===== src/rtl/ott_pkg.sv =====
// ----------------------------------------------------------------------------
// ott_pkg
// Types and constants shared by the ordered task table.
// ----------------------------------------------------------------------------
package ott_pkg;

    localparam int unsigned KEY_W  = 32;
    localparam int unsigned RANK_W = 8;
    localparam int unsigned HDL_W  = 32;
    localparam int unsigned ENT_W  = KEY_W + RANK_W + HDL_W;
    localparam int unsigned CNT_W  = 7;

    typedef enum logic [2:0] {
        CMD_APPEND = 3'd0,
        CMD_INSERT = 3'd1,
        CMD_SORT   = 3'd2,
        CMD_REMOVE = 3'd3,
        CMD_FIND   = 3'd4,
        CMD_COUNT  = 3'd5
    } t_cmd;

    localparam logic [1:0] ST_DONE     = 2'd0;
    localparam logic [1:0] ST_NOTFOUND = 2'd1;
    localparam logic [1:0] ST_FULL     = 2'd2;

    typedef struct packed {
        logic [KEY_W-1:0]  key;
        logic [RANK_W-1:0] rank;
        logic [HDL_W-1:0]  handle;
    } t_entry;

    // signed id compare: a < b
    function automatic logic id_less(input logic [KEY_W-1:0] a,
                                     input logic [KEY_W-1:0] b);
        return $signed(a) < $signed(b);
    endfunction

    // sort key compare: entry a ranks before entry b
    function automatic logic ent_less(input t_entry a, input t_entry b);
        return (a.rank < b.rank) || ((a.rank == b.rank) && id_less(a.key, b.key));
    endfunction

endpackage


===== src/rtl/ott_ram.sv =====
// ----------------------------------------------------------------------------
// ott_ram
// Generic single-port-write, single-port-read RAM with registered read.
// ----------------------------------------------------------------------------
module ott_ram #(
    parameter int unsigned WIDTH = 72,
    parameter int unsigned DEPTH = 64
) (
    input  logic                     i_clk,
    input  logic                     i_we,
    input  logic [$clog2(DEPTH)-1:0] i_waddr,
    input  logic [WIDTH-1:0]         i_wdata,
    input  logic [$clog2(DEPTH)-1:0] i_raddr,
    output logic [WIDTH-1:0]         o_rdata
);

    logic [WIDTH-1:0] r_mem [DEPTH];
    logic [WIDTH-1:0] r_rdata;

    always_ff @(posedge i_clk) begin
        if (i_we) begin
            r_mem[i_waddr] <= i_wdata;
        end
        r_rdata <= r_mem[i_raddr];
    end

    assign o_rdata = r_rdata;

endmodule


===== src/rtl/ordered_task_table.sv =====
// ----------------------------------------------------------------------------
// ordered_task_table
// Bounded task table kept in list order, one command per transfer.
// ----------------------------------------------------------------------------
// Usage: a command transfer on the s_axis side (command, id, priority,
// payload) yields exactly one result transfer on m_axis (status, found,
// match_count, entries). The block takes one command at a time: s_axis_tready
// is low from acceptance until the result has been taken.
// All entries live in one RAM with a registered read port; a single
// sequencer walks it one access per cycle, so the table walk sets the time:
//   find / count        : one scan of the held entries
//   append              : write at the end; full table: refused (ST_FULL)
//   ordered insert      : scan, then shift up; full table: refused (ST_FULL)
//   remove              : scan, then shift down
//   sort                : exchange sort, one compare of the
//                         entry held for i against entry j per pair
// A stalled m_axis_tready simply holds the result register; nothing is lost.
// Reset clears the entry count; no RAM clearing pass is needed since only
// data from positions below the count is used.
// ----------------------------------------------------------------------------
module ordered_task_table
    import ott_pkg::*;
#(
    parameter int unsigned DEPTH = 64
) (
    input  logic        i_clk,
    input  logic        i_rst_n,
    input  logic        s_axis_tvalid,
    output logic        s_axis_tready,
    // [2:0] command, [34:3] task_id, [42:35] priority_req, [74:43] payload
    input  logic [79:0] s_axis_tdata,
    output logic        m_axis_tvalid,
    input  logic        m_axis_tready,
    // [1:0] status, [2] found, [9:3] match_count, [16:10] entries
    output logic [23:0] m_axis_tdata
);

    localparam int unsigned AW = $clog2(DEPTH);
    localparam int unsigned TW = $clog2(DEPTH + 1);

    typedef enum logic [3:0] {
        S_IDLE, S_SCAN_RD, S_SCAN_CHK, S_SHUP_RD, S_SHUP_WR, S_PUT,
        S_SHDN_RD, S_SHDN_WR, S_SORT_RDI, S_SORT_RDJ, S_SORT_CMP,
        S_SORT_WRI, S_OUT
    } t_state;

    t_state            r_state;
    logic [2:0]        r_cmd;
    logic [KEY_W-1:0]  r_id;
    logic [RANK_W-1:0] r_prio;
    logic [HDL_W-1:0]  r_hdl;
    logic [TW-1:0]     r_total;
    logic [TW-1:0]     r_i, r_j;
    logic [TW-1:0]     r_cnt;
    t_entry            r_ei;
    logic [1:0]        r_status;
    logic              r_found;
    logic [CNT_W-1:0]  r_mcount;
    logic [CNT_W-1:0]  r_entries;
    logic              r_ovalid;

    logic              we;
    logic [AW-1:0]     waddr, raddr;
    t_entry            wdata, rdata;
    logic [ENT_W-1:0]  rdata_raw;

    ott_ram #(.WIDTH(ENT_W), .DEPTH(DEPTH)) u_ram (
        .i_clk  (i_clk),
        .i_we   (we),
        .i_waddr(waddr),
        .i_wdata(wdata),
        .i_raddr(raddr),
        .o_rdata(rdata_raw)
    );
    assign rdata = t_entry'(rdata_raw);

    function automatic logic [CNT_W-1:0] sat7(input logic [TW-1:0] v);
        if (v > TW'(127)) return CNT_W'(127);
        return CNT_W'(v);
    endfunction

    t_entry new_ent;
    assign new_ent = '{key: r_id, rank: r_prio, handle: r_hdl};

    always_comb begin
        we    = 1'b0;
        waddr = r_i[AW-1:0];
        wdata = new_ent;
        raddr = r_i[AW-1:0];
        unique case (r_state)
            S_SHUP_RD: raddr = AW'(r_j - TW'(1));
            S_SHUP_WR: begin
                we    = 1'b1;
                waddr = r_j[AW-1:0];
                wdata = rdata;
            end
            S_PUT:     we = 1'b1;
            S_SHDN_RD: raddr = AW'(r_i + TW'(1));
            S_SHDN_WR: begin
                we    = 1'b1;
                wdata = rdata;
            end
            S_SORT_RDJ: raddr = r_j[AW-1:0];
            S_SORT_CMP: begin
                // swap: j gets the entry held for position i in r_ei
                we    = ent_less(rdata, r_ei);
                waddr = r_j[AW-1:0];
                wdata = r_ei;
            end
            S_SORT_WRI: begin
                we    = 1'b1;
                wdata = r_ei;
            end
            default: ;
        endcase
    end

    assign s_axis_tready = (r_state == S_IDLE) && !r_ovalid;
    assign m_axis_tvalid = r_ovalid;
    assign m_axis_tdata  = {7'd0, r_entries, r_mcount, r_found, r_status};

    always_ff @(posedge i_clk) begin
        if (!i_rst_n) begin
            r_state  <= S_IDLE;
            r_total  <= '0;
            r_ovalid <= 1'b0;
        end else begin
            if (r_ovalid && m_axis_tready) r_ovalid <= 1'b0;
            unique case (r_state)
                S_IDLE: if (s_axis_tvalid && s_axis_tready) begin
                    r_cmd    <= s_axis_tdata[2:0];
                    r_id     <= s_axis_tdata[34:3];
                    r_prio   <= s_axis_tdata[42:35];
                    r_hdl    <= s_axis_tdata[74:43];
                    r_status <= ST_DONE;
                    r_found  <= 1'b0;
                    r_mcount <= '0;
                    r_cnt    <= '0;
                    r_i      <= '0;
                    case (s_axis_tdata[2:0]) inside
                        CMD_APPEND, CMD_INSERT: begin
                            if (r_total == TW'(DEPTH)) begin
                                r_status <= ST_FULL;
                                r_state  <= S_OUT;
                            end else if (s_axis_tdata[2:0] == CMD_APPEND) begin
                                r_i     <= r_total;
                                r_state <= S_PUT;
                            end else begin
                                r_state <= S_SCAN_RD;
                            end
                        end
                        CMD_SORT, CMD_REMOVE, CMD_FIND, CMD_COUNT: begin
                            if (s_axis_tdata[2:0] == CMD_SORT) r_state <= S_SORT_RDI;
                            else r_state <= S_SCAN_RD;
                        end
                        default: r_state <= S_OUT;
                    endcase
                end
                S_SCAN_RD: begin
                    if (r_i >= r_total) begin
                        // ran off the end
                        if (r_cmd == CMD_INSERT) begin
                            r_j     <= r_total;
                            r_state <= S_SHUP_RD;
                        end else begin
                            if (r_cmd != CMD_COUNT) r_status <= ST_NOTFOUND;
                            if (r_cmd == CMD_COUNT) r_mcount <= sat7(r_cnt);
                            r_state <= S_OUT;
                        end
                    end else begin
                        r_state <= S_SCAN_CHK;
                    end
                end
                S_SCAN_CHK: begin
                    r_state <= S_SCAN_RD;
                    r_i     <= r_i + TW'(1);
                    case (r_cmd)
                        CMD_COUNT:
                            if (rdata.rank == r_prio) r_cnt <= r_cnt + TW'(1);
                        CMD_FIND:
                            if (rdata.key == r_id) begin
                                r_found <= 1'b1;
                                r_state <= S_OUT;
                            end
                        CMD_REMOVE:
                            if (rdata.key == r_id) begin
                                r_found <= 1'b1;
                                r_i     <= r_i;
                                r_state <= S_SHDN_RD;
                            end
                        default: begin
                            // insert: stop at 0 if id < key there, else at the
                            // first later position whose key is not below id
                            if ((r_i == '0) ? id_less(r_id, rdata.key)
                                            : !id_less(rdata.key, r_id)) begin
                                r_i     <= r_i;
                                r_j     <= r_total;
                                r_state <= S_SHUP_RD;
                            end else if (r_i == '0 && r_total == TW'(1)) begin
                                r_state <= S_SCAN_RD;
                            end
                        end
                    endcase
                end
                S_SHUP_RD: begin
                    if (r_j == r_i) r_state <= S_PUT;
                    else r_state <= S_SHUP_WR;
                end
                S_SHUP_WR: begin
                    r_j     <= r_j - TW'(1);
                    r_state <= S_SHUP_RD;
                end
                S_PUT: begin
                    r_total <= r_total + TW'(1);
                    r_state <= S_OUT;
                end
                S_SHDN_RD: begin
                    if (r_i + TW'(1) >= r_total) begin
                        r_total <= r_total - TW'(1);
                        r_state <= S_OUT;
                    end else begin
                        r_state <= S_SHDN_WR;
                    end
                end
                S_SHDN_WR: begin
                    r_i     <= r_i + TW'(1);
                    r_state <= S_SHDN_RD;
                end
                S_SORT_RDI: begin
                    if (r_i + TW'(1) >= r_total) begin
                        r_state <= S_OUT;
                    end else begin
                        r_j     <= r_i + TW'(1);
                        r_state <= S_SORT_RDJ;
                    end
                end
                S_SORT_RDJ: begin
                    // first pass after RDI: latch entry i
                    if (r_j == r_i + TW'(1)) r_ei <= rdata;
                    r_state <= S_SORT_CMP;
                end
                S_SORT_CMP: begin
                    if (ent_less(rdata, r_ei)) r_ei <= rdata;
                    if (r_j + TW'(1) >= r_total) begin
                        r_state <= S_SORT_WRI;
                    end else begin
                        r_j     <= r_j + TW'(1);
                        r_state <= S_SORT_RDJ;
                    end
                end
                S_SORT_WRI: begin
                    r_i     <= r_i + TW'(1);
                    r_state <= S_SORT_RDI;
                end
                S_OUT: if (!r_ovalid) begin
                    r_entries <= sat7(r_total);
                    r_ovalid  <= 1'b1;
                    r_state   <= S_IDLE;
                end
                default: r_state <= S_IDLE;
            endcase
        end
    end

    // r_ei latch in SORT_RDJ needs rdata of entry i: RDI reads i, RDJ sees it.
    // Later RDJ visits keep r_ei since j > i+1.

    assert property (@(posedge i_clk) disable iff (!i_rst_n)
        r_total <= TW'(DEPTH))
        else $error("entry count above depth");

    assert property (@(posedge i_clk) disable iff (!i_rst_n)
        s_axis_tvalid && s_axis_tready |=> !s_axis_tready)
        else $error("ready after accept");

    assert property (@(posedge i_clk) disable iff (!i_rst_n)
        r_ovalid && !m_axis_tready |=> r_ovalid && $stable(m_axis_tdata))
        else $error("result lost under stall");

endmodule

===== config.mk =====
export PLATFORM = sky130hd
export DESIGN_NAME = ordered_task_table
export DESIGN_NICKNAME = d
export VERILOG_FILES = /design/src/rtl/ott_pkg.sv /design/src/rtl/ott_ram.sv /design/src/rtl/ordered_task_table.sv
export SDC_FILE = /design/constraint.sdc
export NUM_CORES = 2
export LEC_CHECK = 0
export BUFFER_PORTS_ARGS = -buffer_cell sky130_fd_sc_hd__clkbuf_2
export CAP_MARGIN = 40
export CORE_MARGIN = 2
export CORE_UTILIZATION = 70
export CTS_BUF_LIST = sky130_fd_sc_hd__clkbuf_2 sky130_fd_sc_hd__clkbuf_4 sky130_fd_sc_hd__clkbuf_8
export DETAILED_ROUTE_END_ITERATION = 8
export PLACE_DENSITY = 0.87
export SKIP_LAST_GASP = 1
export SYNTH_ARGS = -nofsm -noshare
export SYNTH_HDL_FRONTEND = slang
export SYNTH_MEMORY_MAX_BITS = 65536
export SYNTH_SLANG_ARGS = --single-unit

===== constraint.sdc =====
create_clock -name i_clk -period 18.1 [get_ports i_clk]
set_input_delay 2.715 -clock i_clk [delete_from_list [all_inputs] [get_ports i_clk]]
set_output_delay 2.715 -clock i_clk [all_outputs]
set_load 0.01 [all_outputs]

==> flow_metrics.py <==
metrics = {
    "outcome": {
        "result_of_the_run": "complete, no violations",
    },
    "timing": {
        "finalSetupTns_ns": 0,
        "timing_max_transition_violations_final": 0,
        "max-slew-margin-rel_pct": 16.4,
        "fin_skew_ns": 0.0943,
        "finalWorstSetupSlack_ns": 11.08,
        "setup_viol": 0,
        "timing.final.crit_share_pct": 38.8,
        "post-route-min-period_ns": 7.02,
        "grt_setup_unrepaired": "no",
        "worst-slew-pin-transition_ns": 1.25,
        "finalHoldViolations": 0,
        "fmaxAchievable_mhz": 142,
    },
    "die": {
        "floorplan.io_pins": 110,
        "start_util_pct": 70.2,
        "core.rowCount": 143,
        "die_area_sq_um": 155000,
        "die_height_um": 394,
        "core_area_sq_um": 152000,
        "chipWidth_um": 394,
    },
    "route": {
        "wirelength_mm": 331,
        "num_vias": 62700,
        "drt-pass1-iter-count": 9,
        "post-route-drc-count": 0,
        "ant_nets": 0,
        "post_drt_via_cell_ratio": 7.99,
        "detailedRoute.firstIterationViolations": 13700,
        "drt-wirelength-per-cell_um": 42.1,
    },
    "yosys": {
        "yosys.area.top_type_share_pct": 75.6,
        "synth.cell_area_sq_um": 106000,
        "post-synth-top-area-cell": "sky130_fd_sc_hd__edfxtp_1",
        "synth_sequential_area_ratio_pct": 76.6,
        "ys_top_cells_by_area": "sky130_fd_sc_hd__edfxtp_1, sky130_fd_sc_hd__mux4_2, sky130_fd_sc_hd__a22oi_1",
        "synth_enable_flop_cells": 2681,
        "synth.lib_cells_used.distinct": 64,
        "avgSynthCellArea_sq_um": 20.9,
        "synth_cells": 5087,
        "ys_ff_latch": 2733,
        "synth_flop_cell": "sky130_fd_sc_hd__edfxtp_1",
        "synth_warnings": 0,
        "async_flop_share_pct": 0,
    },
    "clock_network": {
        "cts_root_buf": "sky130_fd_sc_hd__clkbuf_8",
        "ctsLongestPathBuffers": 4,
        "cts_htree_levels": 5,
        "clk_pin_slew_ns": 0.08,
        "postCtsSetupBuffers": 0,
        "tritoncts": "built",
        "postCtsHoldBufs": 0,
        "clk_latency_ns": 1.11,
        "cts_sinks": 2733,
        "cts-buffers-inserted": 411,
        "cts_repair_resize_count": 0,
    },
    "placement": {
        "hpwlAfterDp_mm": 169,
        "placed_area_sq_um": 111000,
        "placement.setup.worst_slack_ns": 11.17,
        "gp_congestion": 0.937,
        "buffer_ports.inserted": 65,
    },
    "worst_setup_path": {
        "worst_setup_ep_type": "flip-flop",
        "start_kind": "flip-flop",
        "crit-reg2reg-capture": "u_ram.o_rdata[55]",
        "cp.required_ns": 19.02,
        "critical_path.max_fanout": 41,
        "rr_startpoint": "r_state[3]",
        "crit_arrival_ns": 7.95,
        "path_class": "reg -> reg",
        "reg2reg_slack_ns": 11.08,
        "ff2ff_path_depth": 13,
        "worst_setup_path_startpoint": "r_state[3]",
        "setup.worst_path.end": "u_ram.o_rdata[55]",
    },
    "job": {
        "max-cap-violations": 0,
    },
    "cells_and_area": {
        "final_cell_area_sq_um": 119000,
        "layout-area-overhead-vs-synth_pct": 11.9,
        "drive_above_1_share_pct": 28.9,
        "nNetsFinal": 5687,
    },
    "power_and_ir_drop": {
        "pwr_density_cell_nw_per_um2": 172,
        "vdd_ir_drop_max_v": 0.000255,
        "power_leakage_uw": 0.0384,
    },
    "global_route": {
        "global_route_usage_over_all_layers_pct": 42.2,
        "wire_length_of_the_first_global_routing_pass_mm": 453,
        "globalRoute.totalOverflow": 0,
        "antenna_found_initial": 36,
        "grt_max_degree": 183,
        "number_of_global_route_vias_before_repair": 61900,
    },
    "worst_hold_path": {
        "timing.hold.worst.class": "reg -> reg",
    },
}
[layout by cell type (no fill, tap or decap), types with 32 or more instances in the layout]
cell	n
sky130_fd_sc_hd__a21oi_1	202
sky130_fd_sc_hd__a22oi_1	361
sky130_fd_sc_hd__buf_12	43
sky130_fd_sc_hd__buf_4	153
sky130_fd_sc_hd__clkbuf_2	65
sky130_fd_sc_hd__clkbuf_4	150
sky130_fd_sc_hd__clkbuf_8	430
sky130_fd_sc_hd__clkinv_1	94
sky130_fd_sc_hd__clkinv_2	35
sky130_fd_sc_hd__dfxtp_1	52
sky130_fd_sc_hd__edfxtp_1	2681
sky130_fd_sc_hd__ha_1	102
sky130_fd_sc_hd__inv_1	99
sky130_fd_sc_hd__mux4_2	640
sky130_fd_sc_hd__nand2_1	121
sky130_fd_sc_hd__nand2_2	39
sky130_fd_sc_hd__nor2_1	56
sky130_fd_sc_hd__nor3_2	32
sky130_fd_sc_hd__o21ai_0	43
sky130_fd_sc_hd__or4_1	42
sky130_fd_sc_hd__xnor2_1	36
[critical path, cell delays in order, from the launching register on]
cell and delay, ns:
sky130_fd_sc_hd__dfxtp_1 0.85, sky130_fd_sc_hd__and2b_1 0.33, sky130_fd_sc_hd__a222oi_1 0.55, sky130_fd_sc_hd__buf_4 0.44
sky130_fd_sc_hd__buf_16 0.30, sky130_fd_sc_hd__buf_4 0.52, sky130_fd_sc_hd__buf_16 0.30, sky130_fd_sc_hd__buf_4 0.72
sky130_fd_sc_hd__buf_4 0.29, sky130_fd_sc_hd__buf_4 0.68, sky130_fd_sc_hd__mux4_2 0.59, sky130_fd_sc_hd__a22oi_1 0.28
sky130_fd_sc_hd__a21oi_1 0.28, sky130_fd_sc_hd__or4_1 0.59
[per-stage QoR]
step	std cells	power (uW)	hold WS, ns	utilization (%)
6_report	7854	20500	0.512	78.6
5_1_grt	7843	20900	0.507	78.6
4_1_cts	7835	20200	0.502	78.5
3_5_place_dp	7110	15000	0.486	73.2
3_3_place_gp	7053	14300	0.474	72.4
2_1_floorplan	5093	12700	0.421	-
[layout make-up]
cell class | instances | area, sq um
Fill cell | 6273 | 32500
Clock buffer | 580 | 7040
Sequential cell | 2733 | 81500
Tap cell | 2030 | 2540
Antenna cell | 12 | 30.0
Clock inverter | 145 | 897
Inverter | 99 | 372
Multi-Input combinational cell | 1972 | 23800
Timing Repair Buffer | 283 | 2880
[sequential cells by signal, indices dropped and copies added, names as in the netlist, 2 cells and up]
name and cells:
u_ram.r_mem 2560, r_i 7, r_status 2, r_entries 7, r_cnt 7, r_j 7, u_ram.o_rdata 40, r_total 7
r_prio 8, r_mcount 7, r_id 32, r_state 4, r_ei 40, r_cmd 3
[worst min-delay path by stage]
stage / slack [ns] / from / to / depth (start not counted)
2_1_floorplan: 0.42 / u_ram.o_rdata[40] / r_ei[40] / 0
3_3_place_gp: 0.47 / u_ram.o_rdata[40] / r_ei[40] / 0
3_5_place_dp: 0.49 / u_ram.o_rdata[40] / r_ei[40] / 0
4_1_cts: 0.50 / u_ram.o_rdata[45] / r_ei[45] / 0
5_1_grt: 0.51 / u_ram.o_rdata[45] / r_ei[45] / 0
6_report: 0.51 / u_ram.o_rdata[45] / r_ei[45] / 0
[Yosys cell counts (5+ instances only)]
master / n
sky130_fd_sc_hd__a2111oi_0: 5
sky130_fd_sc_hd__a211oi_1: 5
sky130_fd_sc_hd__a21boi_0: 6
sky130_fd_sc_hd__a21o_1: 25
sky130_fd_sc_hd__a21oi_1: 202
sky130_fd_sc_hd__a221o_1: 5
sky130_fd_sc_hd__a22oi_1: 361
sky130_fd_sc_hd__and3_1: 12
sky130_fd_sc_hd__buf_1: 27
sky130_fd_sc_hd__buf_2: 89
sky130_fd_sc_hd__buf_4: 28
sky130_fd_sc_hd__clkbuf_1: 141
sky130_fd_sc_hd__dfxtp_1: 52
sky130_fd_sc_hd__edfxtp_1: 2681
sky130_fd_sc_hd__ha_1: 102
sky130_fd_sc_hd__inv_1: 99
sky130_fd_sc_hd__mux4_2: 640
sky130_fd_sc_hd__nand2_1: 160
sky130_fd_sc_hd__nand2b_1: 14
sky130_fd_sc_hd__nand3_1: 27
sky130_fd_sc_hd__nand3b_1: 6
sky130_fd_sc_hd__nand4_1: 22
sky130_fd_sc_hd__nor2_1: 78
sky130_fd_sc_hd__nor2b_1: 15
sky130_fd_sc_hd__nor3_1: 47
sky130_fd_sc_hd__nor3b_1: 14
sky130_fd_sc_hd__nor4_1: 13
sky130_fd_sc_hd__o211ai_1: 5
sky130_fd_sc_hd__o21a_1: 6
sky130_fd_sc_hd__o21ai_0: 43
sky130_fd_sc_hd__o22ai_1: 7
sky130_fd_sc_hd__or2_2: 6
sky130_fd_sc_hd__or4_1: 42
sky130_fd_sc_hd__xnor2_1: 36
sky130_fd_sc_hd__xor2_1: 12
[metal layers]
metal | up-vias | global-route usage (%) | wire length (um)
met3 | 2034 | 17.3 | 58800
li1 | 22200 | - | -
met1 | 30500 | 52.5 | 96700
met4 | 32 | 25.8 | 26100
met5 | - | 0.277 | 262
met2 | 7958 | 62.8 | 149000
[kinds of logic (layout without fill, tap and decap cells)]
group	after synthesis	count (layout)	synth area share, %
flip-flops	2733	2733	76.6
AO/OA/AOI/OAI	703	703	4.42
multiplexers	643	643	13.6
AND/OR/NAND/NOR	468	468	2.20
buffers and inverters	388	1107	1.60
adder cells (fa/ha/maj)	103	103	1.22
XOR/XNOR	48	48	0.395
other	1	19	0.00352
[where the power goes]
group | internal, uW | switching, uW
logic | 2780 | 4470
clock network | 2650 | 2470
registers | 7940 | 219
total | 13400 | 7160
No activity file was read; power rests on OpenSTA's default activity.
